### src/hw/rtl/lbwa_pkg.sv
package lbwa_pkg;

  localparam int DATA_W        = 16;
  localparam int BEAM_W        = 22;
  localparam int CFG_IDX_W     = 3;
  localparam int MAX_GROUP_DEF = 8;
  localparam int DIV_STEP_BITS = 5;
  localparam int QUEUE_DEPTH   = 2;

  typedef enum logic [CFG_IDX_W-1:0] {
    CFG_WINDOW_FIRST = 3'd0,
    CFG_WINDOW_LAST  = 3'd1,
    CFG_EXCL_FIRST   = 3'd2,
    CFG_EXCL_LAST    = 3'd3,
    CFG_BLOCKS       = 3'd4,
    CFG_BEAMS        = 3'd5,
    CFG_GROUP        = 3'd6
  } cfg_index_t;

  typedef struct packed {
    logic signed [DATA_W-1:0] win_first;
    logic signed [DATA_W-1:0] win_last;
    logic signed [DATA_W-1:0] excl_first;
    logic signed [DATA_W-1:0] excl_last;
    logic [7:0]               blocks_per_scan;
    logic [10:0]              beams_per_block;
  } front_cfg_t;

  typedef struct packed {
    logic              scan_start;
    logic              counted;
    logic [DATA_W-1:0] distance;
    logic [DATA_W-1:0] strength;
  } beam_entry_t;

  typedef struct packed {
    logic idle;
    logic done;
  } div_status_t;

endpackage

### src/hw/rtl/lbwa_front.sv
module lbwa_front import lbwa_pkg::*; (
  input  logic              clk,
  input  logic              rst,
  input  front_cfg_t        cfg,
  input  logic              in_valid,
  output logic              in_ready,
  input  logic [7:0]        block_number,
  input  logic [9:0]        beam_in_block,
  input  logic [DATA_W-1:0] raw_distance,
  input  logic [DATA_W-1:0] raw_strength,
  output logic              push,
  output beam_entry_t       push_entry,
  input  logic              q_full
);

  logic                     s_valid;
  logic signed [BEAM_W-1:0] prod;
  logic [9:0]               pos;
  logic [DATA_W-1:0]        distance;
  logic [DATA_W-1:0]        strength;

  logic signed [9:0]        diff;
  logic signed [11:0]       bpb_s;
  logic signed [BEAM_W-1:0] prod_next;
  logic signed [BEAM_W-1:0] beam;
  logic signed [BEAM_W-1:0] wf, wl, ef, el;
  logic                     drop;
  logic                     s_adv;

  // The block offset is taken against half a revolution, so early blocks map to
  // negative beam indexes.
  always_comb begin
    diff      = $signed({2'b00, block_number}) - $signed({3'b000, cfg.blocks_per_scan[7:1]});
    bpb_s     = $signed({1'b0, cfg.beams_per_block});
    prod_next = BEAM_W'(diff) * BEAM_W'(bpb_s);
  end

  always_comb begin
    beam = prod + $signed({{(BEAM_W-10){1'b0}}, pos});
    wf   = $signed({{(BEAM_W-DATA_W){cfg.win_first[DATA_W-1]}}, cfg.win_first});
    wl   = $signed({{(BEAM_W-DATA_W){cfg.win_last[DATA_W-1]}}, cfg.win_last});
    ef   = $signed({{(BEAM_W-DATA_W){cfg.excl_first[DATA_W-1]}}, cfg.excl_first});
    el   = $signed({{(BEAM_W-DATA_W){cfg.excl_last[DATA_W-1]}}, cfg.excl_last});
    drop = (beam < wf) || (beam > wl);
    push_entry.scan_start = (beam == wf);
    push_entry.counted    = !((beam >= ef) && (beam <= el));
    push_entry.distance   = distance;
    push_entry.strength   = strength;
  end

  assign s_adv    = s_valid && (drop || !q_full);
  assign push     = s_valid && !drop && !q_full;
  assign in_ready = !rst && (!s_valid || s_adv);

  always_ff @(posedge clk) begin
    if (rst) begin
      s_valid <= 1'b0;
    end else if (in_ready) begin
      s_valid <= in_valid;
    end
    if (in_valid && in_ready) begin
      prod     <= prod_next;
      pos      <= beam_in_block;
      distance <= raw_distance;
      strength <= raw_strength;
    end
  end

endmodule

### src/hw/rtl/lbwa_queue.sv
module lbwa_queue import lbwa_pkg::*; (
  input  logic        clk,
  input  logic        rst,
  input  logic        push,
  input  beam_entry_t push_entry,
  output logic        full,
  input  logic        pop,
  output logic        not_empty,
  output beam_entry_t pop_entry
);

  localparam int PTR_W = $clog2(QUEUE_DEPTH);
  localparam int CNT_W = $clog2(QUEUE_DEPTH + 1);

  beam_entry_t      entries [QUEUE_DEPTH];
  logic [PTR_W-1:0] wr_ptr;
  logic [PTR_W-1:0] rd_ptr;
  logic [CNT_W-1:0] count;

  assign full      = (count == CNT_W'(QUEUE_DEPTH));
  assign not_empty = (count != '0);
  assign pop_entry = entries[rd_ptr];

  always_ff @(posedge clk) begin
    if (rst) begin
      wr_ptr <= '0;
      rd_ptr <= '0;
      count  <= '0;
    end else begin
      if (push) begin
        wr_ptr <= (wr_ptr == PTR_W'(QUEUE_DEPTH - 1)) ? '0 : wr_ptr + 1'b1;
      end
      if (pop) begin
        rd_ptr <= (rd_ptr == PTR_W'(QUEUE_DEPTH - 1)) ? '0 : rd_ptr + 1'b1;
      end
      if (push && !pop) begin
        count <= count + 1'b1;
      end else if (pop && !push) begin
        count <= count - 1'b1;
      end
    end
    if (push) begin
      entries[wr_ptr] <= push_entry;
    end
  end

  a_count_bound: assert property (@(posedge clk) disable iff (rst)
    count <= CNT_W'(QUEUE_DEPTH))
    else $error("queue count exceeds its depth");

  a_no_overflow: assert property (@(posedge clk) disable iff (rst)
    push |-> (!full || pop) && !(full && !pop))
    else $error("item pushed into a full queue");

  a_no_underflow: assert property (@(posedge clk) disable iff (rst)
    pop |-> not_empty)
    else $error("item popped from an empty queue");

endmodule

### src/hw/rtl/lbwa_div.sv
module lbwa_div import lbwa_pkg::*; #(
  parameter int MAX_GROUP = MAX_GROUP_DEF
) (
  input  logic                                 clk,
  input  logic                                 rst,
  input  logic                                 start,
  input  logic                                 take,
  input  logic [DATA_W+$clog2(MAX_GROUP)-1:0]  dividend_a,
  input  logic [DATA_W+$clog2(MAX_GROUP)-1:0]  dividend_b,
  input  logic [$clog2(MAX_GROUP+1)-1:0]       divisor,
  output div_status_t                          status,
  output logic [DATA_W-1:0]                    quot_a,
  output logic [DATA_W-1:0]                    quot_b
);

  localparam int CNT_W  = $clog2(MAX_GROUP + 1);
  localparam int SUM_W  = DATA_W + $clog2(MAX_GROUP);
  localparam int STEPS  = (SUM_W + DIV_STEP_BITS - 1) / DIV_STEP_BITS;
  localparam int PAD_W  = STEPS * DIV_STEP_BITS;
  localparam int STEP_W = $clog2(STEPS + 1);

  typedef enum logic [1:0] {DIV_IDLE, DIV_RUN, DIV_DONE} div_state_t;

  div_state_t        state;
  logic [PAD_W-1:0]  dvd_a, dvd_b;
  logic [CNT_W-1:0]  rem_a, rem_b;
  logic [CNT_W-1:0]  dsr;
  logic [STEP_W-1:0] steps;

  logic [PAD_W-1:0]  a_next, b_next;
  logic [CNT_W-1:0]  ra_next, rb_next;
  logic [CNT_W:0]    trial_a, trial_b;

  // Restoring division, several quotient bits per cycle. The quotient bits
  // shift into the low end of the dividend register as it empties.
  always_comb begin
    a_next  = dvd_a;
    b_next  = dvd_b;
    ra_next = rem_a;
    rb_next = rem_b;
    trial_a = '0;
    trial_b = '0;
    for (int i = 0; i < DIV_STEP_BITS; i++) begin
      trial_a = {ra_next, a_next[PAD_W-1]};
      trial_b = {rb_next, b_next[PAD_W-1]};
      if (trial_a >= {1'b0, dsr}) begin
        ra_next = CNT_W'(trial_a - {1'b0, dsr});
        a_next  = {a_next[PAD_W-2:0], 1'b1};
      end else begin
        ra_next = trial_a[CNT_W-1:0];
        a_next  = {a_next[PAD_W-2:0], 1'b0};
      end
      if (trial_b >= {1'b0, dsr}) begin
        rb_next = CNT_W'(trial_b - {1'b0, dsr});
        b_next  = {b_next[PAD_W-2:0], 1'b1};
      end else begin
        rb_next = trial_b[CNT_W-1:0];
        b_next  = {b_next[PAD_W-2:0], 1'b0};
      end
    end
  end

  assign status.idle = (state == DIV_IDLE) || ((state == DIV_DONE) && take);
  assign status.done = (state == DIV_DONE);
  assign quot_a      = dvd_a[DATA_W-1:0];
  assign quot_b      = dvd_b[DATA_W-1:0];

  always_ff @(posedge clk) begin
    if (rst) begin
      state <= DIV_IDLE;
    end else begin
      unique case (state)
        DIV_IDLE: begin
          if (start) begin
            state <= DIV_RUN;
          end
        end
        DIV_RUN: begin
          if (steps == STEP_W'(1)) begin
            state <= DIV_DONE;
          end
        end
        DIV_DONE: begin
          if (take) begin
            state <= start ? DIV_RUN : DIV_IDLE;
          end
        end
        default: state <= DIV_IDLE;
      endcase
    end
    if (start && status.idle) begin
      dvd_a <= PAD_W'(dividend_a);
      dvd_b <= PAD_W'(dividend_b);
      rem_a <= '0;
      rem_b <= '0;
      dsr   <= divisor;
      steps <= STEP_W'(STEPS);
    end else if (state == DIV_RUN) begin
      dvd_a <= a_next;
      dvd_b <= b_next;
      rem_a <= ra_next;
      rem_b <= rb_next;
      steps <= steps - 1'b1;
    end
  end

  a_latency: assert property (@(posedge clk) disable iff (rst)
    (start && status.idle) |-> ##(STEPS + 1) status.done)
    else $error("division did not finish in the expected number of cycles");

endmodule

### src/hw/rtl/lbwa_back.sv
module lbwa_back import lbwa_pkg::*; #(
  parameter int MAX_GROUP = MAX_GROUP_DEF
) (
  input  logic              clk,
  input  logic              rst,
  input  logic [3:0]        group_size,
  input  logic              q_valid,
  input  beam_entry_t       q_entry,
  output logic              pop,
  output logic              out_valid,
  input  logic              out_ready,
  output logic [DATA_W-1:0] slot_index,
  output logic [DATA_W-1:0] mean_distance,
  output logic              no_return,
  output logic [DATA_W-1:0] mean_strength
);

  localparam int CNT_W = $clog2(MAX_GROUP + 1);
  localparam int SUM_W = DATA_W + $clog2(MAX_GROUP);

  logic [SUM_W-1:0]  dsum, ssum;
  logic [CNT_W-1:0]  cnt, slot;
  logic [DATA_W-1:0] gcount;
  logic              saw_nr;

  logic [DATA_W-1:0] hold_slot;
  logic              hold_nr;
  logic              hold_zero;

  logic [CNT_W-1:0]  gs_eff;
  logic [SUM_W-1:0]  dsum_next, ssum_next;
  logic [CNT_W-1:0]  cnt_next, slot_next;
  logic [DATA_W-1:0] gcount_base;
  logic              saw_nr_next;
  logic              close;
  logic              div_start;
  logic              take;
  div_status_t       div_st;
  logic [DATA_W-1:0] quot_a, quot_b;

  always_comb begin
    if (group_size == '0) begin
      gs_eff = CNT_W'(1);
    end else if (int'(group_size) > MAX_GROUP) begin
      gs_eff = CNT_W'(MAX_GROUP);
    end else begin
      gs_eff = CNT_W'(group_size);
    end
  end

  // A scan start drops whatever partial group was pending and restarts slot
  // numbering before the item itself is added.
  always_comb begin
    if (q_entry.scan_start) begin
      dsum_next   = '0;
      ssum_next   = '0;
      cnt_next    = '0;
      slot_next   = '0;
      gcount_base = '0;
      saw_nr_next = 1'b0;
    end else begin
      dsum_next   = dsum;
      ssum_next   = ssum;
      cnt_next    = cnt;
      slot_next   = slot;
      gcount_base = gcount;
      saw_nr_next = saw_nr;
    end
    if (q_entry.counted) begin
      cnt_next = cnt_next + 1'b1;
      if (q_entry.distance != '0) begin
        dsum_next = dsum_next + SUM_W'(q_entry.distance);
        ssum_next = ssum_next + SUM_W'(q_entry.strength);
      end else begin
        saw_nr_next = 1'b1;
      end
    end
    slot_next = slot_next + 1'b1;
    close     = (slot_next >= gs_eff);
  end

  assign pop       = q_valid && (!close || div_st.idle);
  assign div_start = pop && close;
  assign take      = div_st.done && (!out_valid || out_ready);

  lbwa_div #(.MAX_GROUP(MAX_GROUP)) u_div (
    .clk        (clk),
    .rst        (rst),
    .start      (div_start),
    .take       (take),
    .dividend_a (dsum_next),
    .dividend_b (ssum_next),
    .divisor    (cnt_next),
    .status     (div_st),
    .quot_a     (quot_a),
    .quot_b     (quot_b)
  );

  always_ff @(posedge clk) begin
    if (rst) begin
      dsum      <= '0;
      ssum      <= '0;
      cnt       <= '0;
      slot      <= '0;
      gcount    <= '0;
      saw_nr    <= 1'b0;
      out_valid <= 1'b0;
    end else begin
      if (pop) begin
        if (close) begin
          dsum   <= '0;
          ssum   <= '0;
          cnt    <= '0;
          slot   <= '0;
          saw_nr <= 1'b0;
          gcount <= gcount_base + 1'b1;
        end else begin
          dsum   <= dsum_next;
          ssum   <= ssum_next;
          cnt    <= cnt_next;
          slot   <= slot_next;
          saw_nr <= saw_nr_next;
          gcount <= gcount_base;
        end
      end
      if (take) begin
        out_valid <= 1'b1;
      end else if (out_ready) begin
        out_valid <= 1'b0;
      end
    end
    if (div_start) begin
      hold_slot <= gcount_base;
      hold_nr   <= saw_nr_next;
      hold_zero <= (cnt_next == '0);
    end
    if (take) begin
      slot_index    <= hold_slot;
      no_return     <= hold_nr;
      mean_distance <= (hold_zero || hold_nr) ? '0 : quot_a;
      mean_strength <= hold_zero ? '0 : quot_b;
    end
  end

  a_result_moves: assert property (@(posedge clk) disable iff (rst)
    (div_st.done && !(out_valid && !out_ready)) |=> out_valid)
    else $error("finished group did not reach the output register");

  a_close_needs_divider: assert property (@(posedge clk) disable iff (rst)
    (q_valid && close && !div_st.idle) |-> !pop)
    else $error("group closed while the divider was busy");

endmodule

### src/hw/rtl/lidar_beam_window_average.sv
// Lidar beam window averager. Beam samples enter one per cycle while in_ready
// is high; each gets a signed beam index, samples outside the window are
// dropped, samples in the excluded band keep their slot but add nothing, and
// every group_size kept slots give one result with the truncated mean range
// and intensity (range forced to zero and no_return set when any counted
// sample had no return). A sample at the first window beam restarts the scan
// and drops a partial group. Structure: the classifying front feeds a
// two-entry queue; the accumulator takes one queued item per cycle unless the
// item closes a group while the shared divider is busy. Items of the next
// group keep accumulating while the divider works, but a group cannot close
// until the divider has handed its last result to the output register.
// The user must write configuration through the cfg port only while no item
// is in flight; the block itself does not enforce this.
module lidar_beam_window_average import lbwa_pkg::*; #(
  parameter int MAX_GROUP = MAX_GROUP_DEF
) (
  input  logic                 clk,
  input  logic                 rst,
  input  logic                 cfg_valid,
  output logic                 cfg_ready,
  input  logic [CFG_IDX_W-1:0] cfg_index,
  input  logic [DATA_W-1:0]    cfg_data,
  input  logic                 in_valid,
  output logic                 in_ready,
  input  logic [7:0]           block_number,
  input  logic [9:0]           beam_in_block,
  input  logic [DATA_W-1:0]    raw_distance,
  input  logic [DATA_W-1:0]    raw_strength,
  output logic                 out_valid,
  input  logic                 out_ready,
  output logic [DATA_W-1:0]    slot_index,
  output logic [DATA_W-1:0]    mean_distance,
  output logic                 no_return,
  output logic [DATA_W-1:0]    mean_strength
);

  front_cfg_t  fcfg;
  logic [3:0]  group_size;

  logic        push;
  beam_entry_t push_entry;
  logic        q_full;
  logic        pop;
  logic        q_valid;
  beam_entry_t q_entry;

  assign cfg_ready = !rst;

  always_ff @(posedge clk) begin
    if (rst) begin
      fcfg.win_first       <= 16'sd0;
      fcfg.win_last        <= 16'sd0;
      fcfg.excl_first      <= 16'sd1;
      fcfg.excl_last       <= 16'sd0;
      fcfg.blocks_per_scan <= 8'd1;
      fcfg.beams_per_block <= 11'd1;
      group_size           <= 4'd1;
    end else if (cfg_valid && cfg_ready) begin
      unique case (cfg_index)
        CFG_WINDOW_FIRST: fcfg.win_first       <= $signed(cfg_data);
        CFG_WINDOW_LAST:  fcfg.win_last        <= $signed(cfg_data);
        CFG_EXCL_FIRST:   fcfg.excl_first      <= $signed(cfg_data);
        CFG_EXCL_LAST:    fcfg.excl_last       <= $signed(cfg_data);
        CFG_BLOCKS:       fcfg.blocks_per_scan <= cfg_data[7:0];
        CFG_BEAMS:        fcfg.beams_per_block <= cfg_data[10:0];
        CFG_GROUP:        group_size           <= cfg_data[3:0];
        default: ;
      endcase
    end
  end

  lbwa_front u_front (
    .clk           (clk),
    .rst           (rst),
    .cfg           (fcfg),
    .in_valid      (in_valid),
    .in_ready      (in_ready),
    .block_number  (block_number),
    .beam_in_block (beam_in_block),
    .raw_distance  (raw_distance),
    .raw_strength  (raw_strength),
    .push          (push),
    .push_entry    (push_entry),
    .q_full        (q_full)
  );

  lbwa_queue u_queue (
    .clk        (clk),
    .rst        (rst),
    .push       (push),
    .push_entry (push_entry),
    .full       (q_full),
    .pop        (pop),
    .not_empty  (q_valid),
    .pop_entry  (q_entry)
  );

  lbwa_back #(.MAX_GROUP(MAX_GROUP)) u_back (
    .clk           (clk),
    .rst           (rst),
    .group_size    (group_size),
    .q_valid       (q_valid),
    .q_entry       (q_entry),
    .pop           (pop),
    .out_valid     (out_valid),
    .out_ready     (out_ready),
    .slot_index    (slot_index),
    .mean_distance (mean_distance),
    .no_return     (no_return),
    .mean_strength (mean_strength)
  );

endmodule
### config.mk
export PLATFORM = sky130hd
export DESIGN_NAME = lidar_beam_window_average
export DESIGN_NICKNAME = d
export VERILOG_FILES = /design/src/hw/rtl/lbwa_pkg.sv /design/src/hw/rtl/lbwa_front.sv /design/src/hw/rtl/lbwa_queue.sv /design/src/hw/rtl/lbwa_div.sv /design/src/hw/rtl/lbwa_back.sv /design/src/hw/rtl/lidar_beam_window_average.sv
export SDC_FILE = /design/constraint.sdc
export NUM_CORES = 1
export LEC_CHECK = 0
export CORE_UTILIZATION = 60
export CTS_CLUSTER_DIAMETER = 40
export DETAILED_ROUTE_END_ITERATION = 8
export DONT_BUFFER_PORTS = 1
export HOLD_SLACK_MARGIN = 0.12
export PLACE_DENSITY = 0.87
export SLEW_MARGIN = 20
export SYNTH_ARGS = -nofsm -noshare
export SYNTH_HDL_FRONTEND = slang
export SYNTH_HIERARCHICAL = 1
export SYNTH_SLANG_ARGS = --single-unit
### constraint.sdc
create_clock -name clk -period 12.5 [get_ports clk]
set_input_delay 1.25 -clock clk [delete_from_list [all_inputs] [get_ports clk]]
set_output_delay 1.25 -clock clk [all_outputs]
set_load 0.005 [all_outputs]
# Yosys cells after proc, flatten, opt, wreduce, memory -nomap -nowiden
# Memories as Yosys holds them, arrays and structs flattened. A register that Yosys moved wholly into a read port is not among the register bits.
# Cells that the tools add are included.
# totals
regBits,344
ram_bits,68
in_bits,74
out_inout_bits,52
memories,1
# classes
add_sub_neg,22
mul,1
n_lt_le_gt_ge,16
n_eq_ne,14
n_mux,60
reduce_logical,47
# mem_list
memory,words,width,read_ports,rd_ports_with_merged_regs,wr,line,text
u_queue.entries,2,34,1,1,1,lbwa_queue.sv:15,beam_entry_t entries [QUEUE_DEPTH];
# ops
cell,n
$mux 19,12
$mux 4,17
$ge 5x4->1,10
$sub 4x4->4,10
$add 19x16->19,2
$mux 16,2
$mux 1,23
$add 22x11->22,1
$eq 22x16->1,1
$ge 22x16->1,1
$gt 22x16->1,1
$le 22x16->1,1
$lt 22x16->1,1
$mul 9x12->21,1
$add 16x1->16 const B,1
$reduce_bool 16->1,1
$logic_and 1x1->1,14
$reduce_and 2->1,7
$mux 2,5
$eq 3x3->1 const B,3
$logic_not 1->1,9
$sub 8x7->9,1
$add 4x1->4 const B,2
$logic_not 4->1,2
17 further kinds,32

# Logic depth before layout (Yosys ltp)
# logic_depth
word_depth,12
ltp_mapped,38

# Modules after synthesis
# The synthesis kept the hierarchy.
# by_module_without_submodules
module,instances,cells_per_inst,area_each_um2,seq_area_each_um2
lbwa_front,1,893,8480.6,1911.8
lbwa_back,1,789,7478.4,3293.2
lbwa_div,1,502,4505.6,1561.5
lidar_beam_window_average,1,370,3479.6,1741.7
lbwa_queue,1,128,2662.6,2142.1

# Worst setup path before layout
# OpenSTA, ideal clock, no wires.
# synth_path
path_type,input to register
from,in out_ready
to,reg u_back.u_div.dvd_a[0] (enable)
setup_ps,392
arrival_ps,8675
t_required_ps,12108
path_slack_ps,3433
cell_stages,10
cell_sequence,inv_1 a21boi_0 inv_1 a21oi_1 nand2_1 nor3_1 nand2_1 clkinv_1 nor2_1 inv_1
# synth_lines
item,line,text
start: declaration,lidar_beam_window_average.sv:30,"input logic out_ready,"
end signal: assignment,lbwa_div.sv:92,dvd_a <= PAD_W'(dividend_a);
end signal: assignment,lbwa_div.sv:99,dvd_a <= a_next;
end: declaration,lbwa_div.sv:25,"logic [PAD_W-1:0] dvd_a, dvd_b;"

# Final worst setup path
# layout_path
from,reg u_back.u_div.dsr[1]
to,reg u_back.u_div.rem_a[0]
# layout_via
elab_chain_len,10
word_cells_on_any_way,14
cone_classes,add/sub: 4; order compare: 5; mux: 5
# layout_rtl
item,line,text
start: declaration,lbwa_div.sv:27,logic [CNT_W-1:0] dsr;
start signal: assignment,lbwa_div.sv:96,dsr <= divisor;
$sub 4x4->4 / $ge 5x4->1 (equally long branches),"lbwa_div.sv:47, lbwa_div.sv:46",
$mux 4,lbwa_div.sv:46,"if (trial_a >= {1'b0, dsr}) begin"
$sub 4x4->4 / $ge 5x4->1 (equally long branches),"lbwa_div.sv:47, lbwa_div.sv:46",
$mux 4,lbwa_div.sv:46,
$sub 4x4->4 / $ge 5x4->1 (equally long branches),"lbwa_div.sv:47, lbwa_div.sv:46",
$mux 4,lbwa_div.sv:46,
$ge 5x4->1 / $sub 4x4->4 (equally long branches),"lbwa_div.sv:46, lbwa_div.sv:47",
$mux 4,lbwa_div.sv:46,
$ge 5x4->1 (*),lbwa_div.sv:46,
$mux 4 (*),lbwa_div.sv:46,
end signal: assignment,lbwa_div.sv:101,rem_a <= ra_next;
end: declaration,lbwa_div.sv:26,"logic [CNT_W-1:0] rem_a, rem_b;"
# Every way passes the cells marked *; elsewhere a longest branch is shown, timed or not.
# A chain may end at the register's enable or synchronous reset.

==> run summary <==
Max-cap violations: 0
Wirelength per Cell: 20.1 µm
share of total power in the clock network: 0.200
largest net degree at the start of global routing: 85
final worst slack: 3130 ps
Fillers: 3,193
via count: 20,169
die area: 45,100 µm²
worst-margin pin slew: 1030 ps
Hold Path Class: flip-flop to flip-flop
Area Growth Syn to Fin: 8.83%
Register-to-Register Setup Slack: 3130 ps
sum of negative setup slack: 0 ps
ANT nets after route: 0
final wirelength: 65,500 µm
Setup Buffers After CTS: 0
CTS Buffer Depth: 3
DRC violation count after routing: 0
Remaining Overflow, GRT: 0
port bufs: 0
Final setup viols: 0
RR Endpoint: u_back/u_div/rem_a[0]$_SDFFE_PP0P_
Area after DPL: 26,800 µm²
drt pass-1 iters: 6
hold depth: 0
total CTS buffers: 60
NumNets Final: 3,028
slowest stage cell, crit path: edfxtp_1
Final Power: 8.75 mW
Final period util: 0.749
Flop pwr share: 0.211
P_leak: 12.1 nW
vias in the first global route: 20,390
Post-Place Cells: 3,150
IO Count: 126
DP HPWL: 46,600 µm
RSZ-0062 raised after global routing: no
design area: 28,900 µm²
Hold Crit Start: u_back/hold_slot[6]$_DFFE_PP_
Layout Cells excl Fill: 3,265
Worst setup SP type: flip-flop
routability cong.: 0.939
Syn Nets: 3,080
Core Util, Final: 0.667
CORE AREA: 43,400 µm²
Peak supply drop: 0.520 mV
Pwr Density: 303 nW/µm²
r2r worst-path depth: 32
Ys Warns: 6
CTS H-tree lvls: 2
share of post-route cells with drive strength above 1: 0.0888
initial DRC count: 1,790
Die X-Extent: 212 µm
Clk pin slew, worst setup/hold paths: 60 ps
post_cts resized: 0
minimum clock period: 9370 ps
Setup crit end kind: flip-flop
status: completed
cts hold-fix bufs: 0
CTS tree: done
Comb power frac: 0.589
post-place setup slack: 3280 ps
clk_lat worst skew: 630 ps
hold slack: 410 ps
Mapped Cells: 2,679
first-pass GRT wire length: 105,000 µm
root buf cell: clkbuf_16
Avg Synthesized Cell Area: 9.92 µm²
Vias/cell: 6.18
WP data required: 13,000 ps
endpoints failing hold: 0
Total Routing Usage GR: 0.293
Num Clock Sinks: 411
Net Sw Frac: 0.426
Chip Height: 212 µm
most used cell along the critical path: ha_1
Hold Path End: u_back/slot_index[6]$_DFFE_PP_
Pint: 5.02 mW
Fmax: 107 MHz
Slew Viols, Final: 0
Worst Path Arrival: 9870 ps
initial antenna violation count: 1
Initial Util: 0.613
site row count: 76
Net Sw Power: 3.73 mW
worst rel slew slack: 0.314
Setup Skew: 32.8 ps
critical path class: flip-flop to flip-flop
Mapped Area: 26,600 µm²
worst-path maximum fanout: 14
Worst R2R Start: u_back/u_div/dsr[1]$_DFFE_PP_
peak per-stage delay on the critical path: 670 ps
[state kept, by name, summed over array words and instances (netlist names), 16 cells and up, named ones only]
register / cells
fcfg: 82
u_queue/entries: 68
u_front/prod: 21
u_back/u_div/dvd_a: 20
u_back/u_div/dvd_b: 20
u_back/dsum: 19
u_back/ssum: 19
u_back/gcount: 16
u_back/hold_slot: 16
u_back/mean_distance: 16
u_back/mean_strength: 16
u_back/slot_index: 16
u_front/distance: 16
u_front/strength: 16
[worst max-delay path: cells and delay by family, from the launching register on]
kind | cells | cell delay [ps]
flip-flops | 1 | 670
multiplexers | 5 | 1680
buffers and inverters | 2 | 640
AND/OR/NAND/NOR | 4 | 530
adder cells (fa/ha/maj) | 5 | 1710
AO/OA/AOI/OAI | 16 | 4020
[layout make-up]
class | instances | area [µm²] | area share
diodes | 1 | 2.50 | 0.0000865
clock buffers | 69 | 1580 | 0.0545
clock inverters | 45 | 557 | 0.0193
inverters | 213 | 800 | 0.0276
multi-input cells | 1921 | 14500 | 0.500
flip-flops and latches | 411 | 10600 | 0.368
well taps | 585 | 732 | 0.0253
repair buffers | 20 | 150 | 0.00519
[power groups by stage]
stage | registers [mW] | logic (mW) | clock network [mW]
global placement | 1.87 | 4.91 | 0
finish | 1.85 | 5.15 | 1.75
floorplan | 1.83 | 4.27 | 0
CTS | 1.85 | 5.08 | 1.77
detailed placement | 1.87 | 5.04 | 0
global route | 1.86 | 5.65 | 1.83
[per-layer routing]
| metal | track usage | share of wire |
|---|---|---|
| met5 | 0 | 0 |
| met4 | 0.143 | 0.045 |
| met3 | 0.0504 | 0.068 |
| met2 | 0.509 | 0.50 |
| met1 | 0.350 | 0.39 |
[how the worst max path moves through the flow]
stage	start	endpoint	slack [ps]	cells after the start
final	u_back/u_div/dsr[1]$_DFFE_PP_	u_back/u_div/rem_a[0]$_SDFFE_PP0P_	3130	32
after global placement	u_back/u_div/dsr[1]$_DFFE_PP_	u_back/u_div/rem_b[0]$_SDFFE_PP0P_	3540	36
after detailed placement	u_back/u_div/dsr[1]$_DFFE_PP_	u_back/u_div/rem_a[0]$_SDFFE_PP0P_	3280	32
after global routing	u_back/u_div/dsr[1]$_DFFE_PP_	u_back/u_div/rem_a[2]$_SDFFE_PP0P_	2370	33
after CTS	u_back/u_div/dsr[1]$_DFFE_PP_	u_back/u_div/rem_a[0]$_SDFFE_PP0P_	3250	32
after floorplan	out_ready	u_back/u_div/dvd_a[0]$_DFFE_PP_	3430	10
[placed cells by master, fill, tap and decap left out, drive strengths merged, types with 87 or more instances in the layout]
cell type,n
nor2,135
ha,249
nor2b,87
edfxtp,240
inv,230
dfxtp,171
o21ai,120
nand3,93
a21oi,102
nand2,306
(Power assumes the default switching activity.)
